**src/sv/ascii_sentence_xor_checker_defines.svh**
```systemverilog
// ------------------------------------------------------------------------
// Assertion macros for the ASCII sentence checker
// Shared concurrent assertion forms, clocked on clk and disabled in reset.
// ------------------------------------------------------------------------
`ifndef ASCII_SENTENCE_XOR_CHECKER_DEFINES_SVH
`define ASCII_SENTENCE_XOR_CHECKER_DEFINES_SVH

// Same-cycle implication.
`define ACX_ASSERT_IMP(lbl, ante, cons, msg) \
	lbl: assert property (@(posedge clk) disable iff (!arst_n) (ante) |-> (cons)) \
		else $error(msg);

// Next-cycle implication.
`define ACX_ASSERT_NXT(lbl, ante, cons, msg) \
	lbl: assert property (@(posedge clk) disable iff (!arst_n) (ante) |=> (cons)) \
		else $error(msg);

`endif

```
**src/sv/acx_pkg.sv**
```systemverilog
// ------------------------------------------------------------------------
// ACX package
// Character codes, status codes, result type and helper functions.
// ------------------------------------------------------------------------
`timescale 1ns / 1ps
`default_nettype none

package acx_pkg;

	// Character codes.
	localparam logic [7:0] CHR_DOLLAR = 8'h24;
	localparam logic [7:0] CHR_B      = 8'h42;
	localparam logic [7:0] CHR_D      = 8'h44;
	localparam logic [7:0] CHR_F      = 8'h46;
	localparam logic [7:0] CHR_P      = 8'h50;
	localparam logic [7:0] CHR_STAR   = 8'h2A;
	localparam logic [7:0] CHR_NL     = 8'h0A;
	localparam logic [7:0] CHR_NUL    = 8'h00;
	localparam logic [7:0] CHR_ZERO   = 8'h30;
	localparam logic [7:0] CHR_NINE   = 8'h39;
	localparam logic [7:0] CHR_A      = 8'h41;
	localparam logic [7:0] CHR_UF     = 8'h46;

	localparam logic [2:0] HDR_LEN      = 3'd6;
	localparam logic [7:0] LEN_CEILING  = 8'hFF;
	localparam logic [7:0] MAXLEN_RESET = 8'd199;

	// Result status codes.
	localparam logic [1:0] ST_VALID    = 2'd0;
	localparam logic [1:0] ST_BAD_HDR  = 2'd1;
	localparam logic [1:0] ST_MISMATCH = 2'd2;

	// Parse phase of the current sentence.
	typedef enum logic [1:0] {
		PH_SUM    = 2'd0,
		PH_DIGITS = 2'd1,
		PH_DONE   = 2'd2
	} phase_t;

	// One closed-sentence result.
	typedef struct packed {
		logic [1:0] status;
		logic [7:0] computed_sum;
		logic [7:0] received_sum;
		logic [7:0] sentence_length;
		logic       truncated;
	} result_t;

	// Expected header character at a given position.
	function automatic logic [7:0] hdr_char(input logic [2:0] idx);
		logic [7:0] c;
		unique case (idx)
			3'd0:    c = CHR_DOLLAR;
			3'd1:    c = CHR_B;
			3'd2:    c = CHR_D;
			3'd3:    c = CHR_F;
			3'd4:    c = CHR_P;
			3'd5:    c = CHR_D;
			default: c = CHR_NUL;
		endcase
		return c;
	endfunction

	// Uppercase hex digit value; 16 marks a non-hex byte.
	function automatic logic [4:0] hex_value(input logic [7:0] c);
		logic [4:0] v;
		v = 5'd16;
		if (c >= CHR_ZERO && c <= CHR_NINE) begin
			v = {1'b0, 4'(c - CHR_ZERO)};
		end else if (c >= CHR_A && c <= CHR_UF) begin
			v = {1'b0, 4'(c - CHR_A + 8'd10)};
		end
		return v;
	endfunction

endpackage

`default_nettype wire

```
**src/sv/acx_tracker.sv**
```systemverilog
// ------------------------------------------------------------------------
// ACX sentence tracker
// Per-byte header check, XOR sum, digit capture and sentence close.
// ------------------------------------------------------------------------
`timescale 1ns / 1ps
`default_nettype none
`include "ascii_sentence_xor_checker_defines.svh"

module acx_tracker (
	input  wire logic            clk,
	input  wire logic            arst_n,
	input  wire logic            step,
	input  wire logic [7:0]      byte_s1,
	input  wire logic [7:0]      max_length,
	output logic                 close,
	output acx_pkg::result_t     result
);

	import acx_pkg::*;

	logic [7:0] byte_count_q;
	logic [2:0] header_index_q;
	logic       header_good_q;
	phase_t     phase_q;
	logic [7:0] running_xor_q;
	logic [7:0] high_digit_q;
	logic [7:0] low_digit_q;
	logic [1:0] digits_seen_q;

	logic [7:0] count_d;
	logic [2:0] index_d;
	logic       good_d;
	phase_t     phase_d;
	logic [7:0] xor_d;
	logic [7:0] high_d;
	logic [7:0] low_d;
	logic [1:0] seen_d;
	logic [7:0] limit;
	logic       is_nl;
	logic [4:0] hi_val;
	logic [4:0] lo_val;
	logic       digits_ok;
	logic [7:0] recv;

	assign is_nl = (byte_s1 == CHR_NL);
	assign limit = (max_length == 8'd0) ? 8'd1 : max_length;
	assign count_d = byte_count_q + 8'd1;

	// Header comparison over the first six bytes.
	always_comb begin
		index_d = header_index_q;
		good_d  = header_good_q;
		if (header_index_q < HDR_LEN) begin
			if (byte_s1 != hdr_char(header_index_q)) begin
				good_d = 1'b0;
			end
			index_d = header_index_q + 3'd1;
		end
	end

	// Summing and checksum digit capture; a newline changes nothing here.
	always_comb begin
		phase_d = phase_q;
		xor_d   = running_xor_q;
		high_d  = high_digit_q;
		low_d   = low_digit_q;
		seen_d  = digits_seen_q;
		if (!is_nl) begin
			unique case (phase_q)
				PH_SUM: begin
					if (byte_count_q != 8'd0) begin
						if (byte_s1 == CHR_STAR || byte_s1 == CHR_NUL) begin
							phase_d = PH_DIGITS;
						end else begin
							xor_d = running_xor_q ^ byte_s1;
						end
					end
				end
				PH_DIGITS: begin
					if (digits_seen_q == 2'd0) begin
						high_d = byte_s1;
						seen_d = 2'd1;
					end else begin
						low_d   = byte_s1;
						seen_d  = 2'd2;
						phase_d = PH_DONE;
					end
				end
				default: begin
					phase_d = phase_q;
				end
			endcase
		end
	end

	// Sentence close and result fields.
	assign close = is_nl || (count_d >= limit) || (count_d == LEN_CEILING);
	assign hi_val = hex_value(high_d);
	assign lo_val = hex_value(low_d);
	assign digits_ok = (seen_d == 2'd2) && !hi_val[4] && !lo_val[4];
	assign recv = digits_ok ? {hi_val[3:0], lo_val[3:0]} : 8'd0;

	always_comb begin
		result.computed_sum    = xor_d;
		result.received_sum    = recv;
		result.sentence_length = count_d;
		result.truncated       = !is_nl;
		if (!(good_d && index_d >= HDR_LEN)) begin
			result.status = ST_BAD_HDR;
		end else if (digits_ok && recv == xor_d) begin
			result.status = ST_VALID;
		end else begin
			result.status = ST_MISMATCH;
		end
	end

	// Sentence state; cleared after every closed sentence.
	always_ff @(posedge clk or negedge arst_n) begin
		if (!arst_n) begin
			byte_count_q   <= 8'd0;
			header_index_q <= 3'd0;
			header_good_q  <= 1'b1;
			phase_q        <= PH_SUM;
			running_xor_q  <= 8'd0;
			high_digit_q   <= 8'd0;
			low_digit_q    <= 8'd0;
			digits_seen_q  <= 2'd0;
		end else if (step) begin
			if (close) begin
				byte_count_q   <= 8'd0;
				header_index_q <= 3'd0;
				header_good_q  <= 1'b1;
				phase_q        <= PH_SUM;
				running_xor_q  <= 8'd0;
				high_digit_q   <= 8'd0;
				low_digit_q    <= 8'd0;
				digits_seen_q  <= 2'd0;
			end else begin
				byte_count_q   <= count_d;
				header_index_q <= index_d;
				header_good_q  <= good_d;
				phase_q        <= phase_d;
				running_xor_q  <= xor_d;
				high_digit_q   <= high_d;
				low_digit_q    <= low_d;
				digits_seen_q  <= seen_d;
			end
		end
	end

	`ACX_ASSERT_NXT(a_count_advances, step && !close, byte_count_q == $past(byte_count_q) + 8'd1, "byte count did not advance")
	`ACX_ASSERT_NXT(a_close_clears, step && close, byte_count_q == 8'd0 && header_index_q == 3'd0, "sentence state not cleared on close")
	`ACX_ASSERT_IMP(a_digits_phase, digits_seen_q == 2'd2, phase_q == PH_DONE, "two digits seen outside done phase")

endmodule

`default_nettype wire

```
**config.mk**
```make
export PLATFORM = sky130hd
export DESIGN_NAME = acx_tracker
export DESIGN_NICKNAME = d
export VERILOG_FILES = /design/src/sv/acx_pkg.sv /design/src/sv/acx_tracker.sv
export VERILOG_INCLUDE_DIRS = /design/src /design/src/sv
export SDC_FILE = /design/constraint.sdc
export NUM_CORES = 1
export LEC_CHECK = 0
export BUFFER_PORTS_ARGS = -buffer_cell sky130_fd_sc_hd__buf_4
export CAP_MARGIN = 10
export CORE_UTILIZATION = 45
export CTS_CLUSTER_SIZE = 28
export DETAILED_ROUTE_END_ITERATION = 12
export GPL_TIMING_DRIVEN = 1
export PLACE_DENSITY_LB_ADDON = 0.05
export SYNTH_ARGS = -nofsm -noshare
export SYNTH_HDL_FRONTEND = slang
export SYNTH_SLANG_ARGS = --single-unit
```
**constraint.sdc**
```tcl
create_clock -name clk -period 5.8 [get_ports clk]
set_input_delay 0.29 -clock clk [delete_from_list [all_inputs] [get_ports clk]]
set_output_delay 0.29 -clock clk [all_outputs]
set_load 0.05 [all_outputs]
```
# [After elaboration in Yosys (flattened, before gate mapping)]
# Cells that the tools add are included.
[word_totals] register_bits=40 inputBits=19 output_inout_bits=28 elab_cells=106
[op_classes] n_addsub=8 magnitude_cmp=11 eq_ne=16 n_mux=39 bitwise=1 n_reduce_logical=23
[op_table] operator="2-to-1 mux 8 bit" n=17
[op_table] operator="one-hot mux 7 bit (5 select lines)" n=1
[op_table] operator="2-to-1 mux 2 bit" n=11
[op_table] operator="2-to-1 mux 5 bit" n=4
[op_table] operator="greater-or-equal comparator 8 x 6 -> 1 bit (second input constant)" n=2
[op_table] operator="greater-or-equal comparator 8 x 7 -> 1 bit (second input constant)" n=2
[op_table] operator="less-or-equal comparator 8 x 6 -> 1 bit (second input constant)" n=2
[op_table] operator="less-or-equal comparator 8 x 7 -> 1 bit (second input constant)" n=2
[op_table] operator="logical NOT 8 bit" n=2
[op_table] operator="subtractor 4 x 1 -> 4 bit (second input constant)" n=4
[op_table] operator="inequality test 3 bit (second input constant)" n=3
[op_table] operator="adder 4 bit (second input constant)" n=2
[op_table] operator="adder 8 x 1 -> 8 bit (second input constant)" n=1
[op_table] operator="== test 8 x 4 -> 1 bit (second input constant)" n=1
[op_table] operator="== test 8 x 6 -> 1 bit (second input constant)" n=1
[op_table] operator="== test 8 bit" n=1
[op_table] operator="== test 8 bit (second input constant)" n=1
[op_table] operator="greater-or-equal comparator 8 bit" n=1
[op_table] operator="logical AND 1 bit" n=8
[op_table] operator="inequality test 8 bit" n=1
[op_table] operator="nonzero test 8 bit" n=1
[op_table] operator="XOR 8 bit" n=1
[op_table] operator="== test 3 x 2 -> 1 bit (second input constant)" n=2
[op_table] operator="== test 3 bit (second input constant)" n=2
[op_table] operator="17 further kinds" n=25

# [Longest topological paths before layout]
# Gate-level depths: netlist (run 1).
[logic_depth] word_depth=16 depth_mapped=17 ltp_nobuf=15

# [Worst setup path before layout (run 1)]
# No wires, ideal clock.
[synth_timing] path_kind="register to output" start="reg byte_count_q[0]" end="out result[26] (netlist name)" arrival_time_ns=4.015 required_time_ns=5.510 setup_slack_ns=1.495 stages_incl_launch_ff=11 path_buffers=0 path_cell_list="dfrtp_1 inv_1 ha_1 nor3b_1 a2111oi_0 xor2_1 xnor2_1 nor3b_1 a211oi_1 nor4b_1 a21oi_1"
[synth_lines] element="start: declaration" line="acx_tracker.sv:21" text="logic [7:0] byte_count_q;"
[synth_lines] element="start signal: assignment" line="acx_tracker.sv:139" text="byte_count_q <= count_d;"
[synth_lines] element="end: declaration" line="acx_tracker.sv:16" text="output acx_pkg::result_t result"

==> results of run 1 <==
## cell type report
cell class                      count  area [um^2]
Clock inverter                      2         35.0
Clock buffer                        6         72.6
Multi-Input combinational cell    286         2020
Sequential cell                    40         1000
Timing Repair Buffer               51          385
Tap cell                           96          120
Inverter                           25         93.8
Fill cell                         669         3100
## stage by stage
stage / utilization, % / area [um^2] / cells / hold WS [ns] / power, mW
after floorplan: - / 3190 / 367 / -0.00559 / 1.31
after global routing: 54.6 / 3730 / 506 / 0.297 / 1.96
after detailed placement: 52.9 / 3610 / 497 / 0.313 / 1.59
final: 54.6 / 3730 / 506 / 0.291 / 1.84
after CTS: 54.6 / 3730 / 506 / 0.293 / 1.84
after global placement: 52.9 / 3610 / 497 / 0.315 / 1.59
## report_power, final
group	total, mW	switching (mW)	internal [mW]	leakage [nW]
clock network	0.233	0.105	0.128	0.0552
registers	0.501	0.117	0.384	0.503
logic	1.10	0.691	0.414	1.11
total	1.84	0.913	0.925	1.67
## sequential cells by signal (all words and copies together), names as in the netlist
register and cells:
high_digit_q 8, low_digit_q 8, digits_seen_q 2, byte_count_q 8, phase_q 2, running_xor_q 8
header_index_q 3, header_good_q 1
## Yosys cell counts (all sizes together) (3+ instances only)
| master | count |
|---|---|
| nand2 | 43 |
| dfrtp | 39 |
| nor2 | 30 |
| inv | 24 |
| ha | 22 |
| xnor2 | 21 |
| o2bb2ai | 17 |
| a21oi | 15 |
| nand3 | 13 |
| o21ai | 13 |
| a22o | 12 |
| clkbuf | 10 |
| nor4 | 9 |
| a31oi | 7 |
| xor2 | 7 |
| a211oi | 6 |
| buf | 6 |
| mux2i | 6 |
| a21o | 5 |
| nor2b | 4 |
| a2111oi | 3 |
| a22oi | 3 |
| nor3 | 3 |
| o22ai | 3 |
| o31ai | 3 |
| or2 | 3 |
## layer usage
metal | vias up | routed length [um] | global-route usage [%]
met2 | 108 | 3910 | 36.9
met4 | 0 | 188 | 9.55
met1 | 1399 | 4510 | 37.6
met5 | - | 0 | 0
met3 | 16 | 501 | 3.43
li1 | 1430 | - | -
## worst max-delay path: cells and delay by family (launching register included)
family / cells / cell delay [ns]
AOI/OAI and AO/OA: 6 / 1.54
and+or+nand+nor: 5 / 1.28
DFF: 1 / 0.44
buffers and inverters: 2 / 0.43
adders and majority gates: 1 / 0.25
## how the worst max path moves through the flow
stage / depth (start not counted) / slack, ns / end / from
final: 14 / 1.28 / result[26] / phase_q[1]$_DFFE_PN0P_
after global routing: 14 / 1.01 / result[26] / phase_q[1]$_DFFE_PN0P_
after CTS: 14 / 1.35 / result[26] / phase_q[1]$_DFFE_PN0P_
after detailed placement: 17 / 1.50 / result[26] / byte_s1[7]
after global placement: 17 / 1.61 / result[26] / byte_s1[7]
after floorplan: 10 / 1.50 / result[26] / byte_count_q[0]$_DFFE_PN0P_
## logic make-up after synthesis
family / Yosys count / synth area share [%]
and+or+nand+nor: 125 / 19.7
AOI/OAI and AO/OA: 103 / 24.5
buffers and inverters: 41 / 5.18
DFF: 40 / 31.4
xor gates and xnor gates: 28 / 7.92
adders and majority gates: 22 / 8.63
muxes: 8 / 2.59
==> summary.txt, run 1 <==
Clock network
  • Clk slew on worst S/H paths: 0.08 ns
  • Worst-Skew Late Latency: about 0.30 ns
  • TritonCTS sink count: 40
  • CTS Buffer Depth: 2
  • # H-tree levels: 2
  • CTS tree: done
  • Total CTS buffers: 5
  • Post-CTS setup buffers: 0
  • Clock Tree Root: clkbuf_8
  • Number of gates resized after cts: 0
  • # hold bufs at CTS: 1

Critical path
  • Slowest Stage Delay on Critical Path: 0.58 ns
  • Worst-path cell chain: nor4b_2 > o21ai_2 > a22oi_1 > inv_1 > ha_1 > nor2_1 > nor2_1 > a22oi_1 > a21oi_2 > a31oi_1 > or2_0 > nor4_1 > a21oi_1 > buf_4
  • RR Endpoint: high_digit_q[7]$_DFFE_PN0P_
  • Worst-path maximum fanout: 9
  • CP endpoint kind: primary output
  • RR Startpoint: byte_count_q[0]$_DFFE_PN0P_
  • Setup crit start kind: flip-flop
  • Kind of critical path: flip-flop to primary output
  • WP data arrival: 4.23 ns
  • FF-to-FF setup slack: 2.47 ns
  • Critical path required time: 5.51 ns
  • Worst path slowest cell: a22oi_1
  • R2R depth: 12

Cells and area
  • Commonest cells after routing, fill and taps aside: 50 x buf_4, 43 x nand2_1, 39 x dfrtp_1
  • Most common cell after layout, fill and taps aside: buf_4
  • Nets: 450
  • Layout cell share with drive strength beyond 1: 17.6%
  • Synth-to-Final Area Change: 17.0%
  • Diode count: 0

Power and ir drop
  • Leak: about 1.7 nW
  • Max rail drop VDD: 0.312 mV
  • PD cells: 493 nW/um^2

Detailed routing
  • Initial DRT Pass Iterations: 4
  • Final ANT Viol Nets: 0
  • 1st-iter DRT viols: ~210
  • Vias/cell: 5.84
  • # DRC: 0
  • WL/cell: 18.0 um
  • Routed WL: slightly above 9000 um
  • Vias: 2953

Hold path
  • Hold_sp: byte_s1[7]
  • Hold crit path type: input pin to flip-flop
  • WHS Endpoint: low_digit_q[7]$_DFFE_PN0P_
  • Hold path depth: 2

Global routing
  • Global-route wire length before repair: 14500 um
  • Largest net degree at the start of global routing: 41
  • Overflow after GRT: 0
  • Initial antenna violation count: 0
  • GRT Total Usage: around a quarter
  • Vias in the first global route: 2801

Timing
  • Fin Setup TNS: 0 ns
  • Actual slew at the worst max-slew pin: between 0.7 and 0.8 ns
  • Final WS setup: around 1.3 ns
  • Relative slew slack: 49.0%
  • Clock Skew: 0.0103 ns
  • Unrepaired setup endpoints after global routing: no
  • Final period util: 77.9%
  • Fin. max-slew vios: 0
  • Final setup viols: 0
  • Final-report hold violation count: 0
  • Max Fclk: 0.221 GHz
  • Tmin final: between 4 and 5 ns

Logic synthesis
  • Distinct cells, synth: 68
  • Synth top area share: 30.6%
  • Synth Register Bits: 40
  • Post-Syn Instances: between 300 and 400
  • Synth warnings: 0
  • Synth Area per Inst: 8.69 um^2
  • Syn Std Cell Area: between 3000 and 4000 um^2
  • Top_reg_cell synth: dfrtp_1
  • Cell taking the most area after synthesis: dfrtp_1
  • Asr flop ratio synth: between 90% and 100%
  • Seq/Total Area, Yosys: 31.4%
  • Post-synth EDFFs: 0
  • Net Count, Synth: 408
  • Area contributors post-synth: dfrtp_1 31%, ha_1 8.6%, xnor2_1 5.8%

Floorplan
  • Ports: 47
  • Die width: 86.2 um
  • Initial Util: 46.7%
  • Die area: 7430 um^2
  • Die H: 86.2 um
  • Row cnt: 30
  • Core Region: 6830 um^2

Place
  • I/O Buffers: 46
  • Dpl ws: between 1 and 1.5 ns
  • Detailed Place HPWL: 6660 um
  • GPL Wtd Cong: approximately 0.93

Run status
  • Status: complete, no violations

Flow run
  • Max_cap viols: 0
No activity file was read; power rests on OpenSTA's default activity.
==> run 2, diff against run 1 <==
==> constraint.sdc (replaced) <==
create_clock -name clk -period 3.78 [get_ports clk]
set_input_delay 0.189 -clock clk [delete_from_list [all_inputs] [get_ports clk]]
set_output_delay 0.189 -clock clk [all_outputs]
set_load 0.05 [all_outputs]
==> run 2 against run 1 <==
Effect of this change:
- sequential power up 57%
- critical endpoint unchanged
- non-clock buffer count grew 25
- count of clock-buffer cells in the layout grew 1
- combinational power grew 77%
- sequential cell count stayed put
- wire length up 0.67%
- clock power rose by 23%
- largest cell class unchanged
- first-iteration DRC count decreased by 11%
- critical path depth unchanged
- sequential share of layout area fell by 2.3 points
==> summary.txt, run 2 (same netlist as run 1, synthesis figures left out) <==
Floorplan
  • Row cnt: 30 (unchanged)
  • Die area: 7430 um^2 (unchanged)
  • Core Region: 6830 um^2 (unchanged)
  • Ports: 47 (unchanged)
  • Die width: 86.2 um (unchanged)
  • Initial Util: 46.7% (unchanged)
  • Die H: 86.2 um (unchanged)

Timing
  • Final setup viols: 0 (unchanged)
  • Tmin final: 3.62 ns
  • Relative slew slack: 56.3% (+7.3 points)
  • Max Fclk: 0.277 GHz
  • Final period util: 95.7%
  • Fin. max-slew vios: 0 (unchanged)
  • Clock Skew: 0.0102 ns (-0.0000990 ns)
  • Final-report hold violation count: 0 (unchanged)
  • Fin Setup TNS: 0 ns (unchanged)
  • Actual slew at the worst max-slew pin: 0.647 ns (-0.113 ns)
  • Hold_ws: 0.177 ns (-0.113 ns)

Hold path
  • Hold_sp: byte_s1[4]
  • Hold path depth: 2 (unchanged)
  • Hold crit path type: input pin to flip-flop

Power and ir drop
  • Total power: 3.02 mW (+64%)
  • Max rail drop VDD: 0.458 mV (+47%)
  • Leak: 1.84 nW (+10%)
  • PD cells: 737 nW/um^2 (+50%)

Detailed routing
  • 1st-iter DRT viols: 187 (-11%)
  • Met1 WL: 4470 um (-0.84%)
  • Vias/cell: 5.71 (-2.2%)
  • Vias: 3031 (+2.6%)
  • Metal2 WL: 4000 um (+2.5%)
  • Highest Signal Layer: met4
  • WL/cell: 17.3 um (-4.1%)
  • Final ANT Viol Nets: 0 (unchanged)
  • Initial DRT Pass Iterations: 4 (unchanged)
  • Routed WL: 9170 um (+0.67%)
  • # DRC: 0 (unchanged)
  • WL met3: 476 um (-5.0%)

Clock network
  • Total CTS buffers: 5 (unchanged)
  • Worst-Skew Late Latency: 0.30 ns (about the same)
  • CTS Buffer Depth: 2 (unchanged)
  • # H-tree levels: 2 (unchanged)
  • CTS tree: done
  • Clock Tree Root: clkbuf_8
  • TritonCTS sink count: 40 (unchanged)
  • Clk slew on worst S/H paths: 0.09 ns (about the same)

Place
  • I/O Buffers: 46 (unchanged)
  • Detailed Place HPWL: 6720 um (+0.99%)
  • Post-DP Area: 3810 um^2 (+5.4%)
  • GPL Wtd Cong: 0.910 (-1.9%)

Critical path
  • Worst-path maximum fanout: 6 (-3)
  • CP startpoint: phase_q[1]$_DFFE_PN0P_
  • Kind of critical path: flip-flop to primary output
  • WP data arrival: 3.43 ns (-0.80 ns)
  • R2R depth: 12 (unchanged)
  • RR Startpoint: byte_count_q[0]$_DFFE_PN0P_
  • Setup crit start kind: flip-flop
  • Critical path required time: 3.59 ns (-1.92 ns)
  • CP endpoint kind: primary output

Cells and area
  • Post-route cell area: 4100 um^2 (+9.9%)
  • Diode count: 0 (unchanged)
  • Nets: 475 (+5.6%)
  • Layout cell share with drive strength beyond 1: 29.2% (+12 points)
  • FILL cells: 637 (-4.8%)
  • Commonest cells after routing, fill and taps aside: 74 x buf_4, 42 x nand2_1, 35 x dfrtp_1
  • Register area: 1010 um^2 (+0.50%)
  • Multi-input gate area: 2220 um^2 (+9.9%)
  • Synth-to-Final Area Change: 28.6%
  • Most common cell after layout, fill and taps aside: buf_4

Global routing
  • Global-route wire length before repair: 15100 um (+4.5%)
  • GRT Total Usage: 26.2% (+0.95 points)
  • Overflow after GRT: 0 (unchanged)
  • Largest net degree at the start of global routing: 41 (unchanged)
  • Vias in the first global route: 2894 (+3.3%)
  • Initial antenna violation count: 0 (unchanged)

Flow run
  • Max_cap viols: 0 (unchanged)

Run status
  • Status: complete, no violations
-- run 2: stage by stage --
stage | instances | util [%] | setup WS (ns)
finish | 531 | 60.1 | 0.163
global route | 531 | 60.1 | -0.00110
CTS | 527 | 57.4 | 0.0125
detailed placement | 517 | 55.8 | -0.00103
global placement | 517 | 55.8 | 0.0800
floorplan | 367 | - | -0.0301
-- run 2: worst max-delay path, cell delays in order, from the launching register on --
cell     delay (ns)
dfrtp_2        0.47
or4b_4         0.58
a31oi_2        0.18
o22ai_2        0.13
ha_1           0.24
nor2_2         0.10
nor2_1         0.06
a22oi_2        0.26
a21oi_4        0.13
nor2b_4        0.16
xnor2_2        0.08
xnor2_1        0.20
nor4_4         0.30
a21oi_2        0.09
buf_6          0.16
-- run 2: path summary, 6_finish.rpt --
kind                                          endpoint  slack (ns)
hold / removal             high_digit_q[4]$_DFFE_PN0P_        0.18
min in group asynchronous   low_digit_q[5]$_DFFE_PN0P_        0.41
setup / recovery                            result[26]        0.16
setup reg to reg           high_digit_q[6]$_DFFE_PN0P_        0.53
max in group asynchronous       phase_q[0]$_DFFE_PN0P_        2.98
hold reg to reg              header_good_q$_DFFE_PN1P_        0.49
-- run 2: layout make-up --
class                           count  share of cell area [%]
Multi-Input combinational cell    286                    54.2
Sequential cell                    40                    24.6
Timing Repair Buffer               76                    14.1
Tap cell                           96                    2.93
Inverter                           25                    2.29
Clock buffer                        7                    1.86
Clock inverter                      1                   0.122
-- run 2: per-layer routing --
layer	up-vias	global-route usage, %
met3	19	4.86
met2	72	39.1
met5	-	0
met4	0	7.73
met1	1466	38.4
li1	1474	-
-- run 2: where the power goes --
group          switching (mW)  internal, mW  total (mW)
logic                    1.15         0.799        1.95
registers               0.196         0.592       0.788
clock network           0.156         0.130       0.286
total                    1.50          1.52        3.02
-- run 2: repair_timing --
item                                    4_1_cts  5_1_grt
pin swaps                                     1        5
endpoints found under the hold margin        39        0
resized for setup                             3       34
hold buffers                                  1        0
buffers inserted                              1        4
endpoints found under the setup margin        1        9
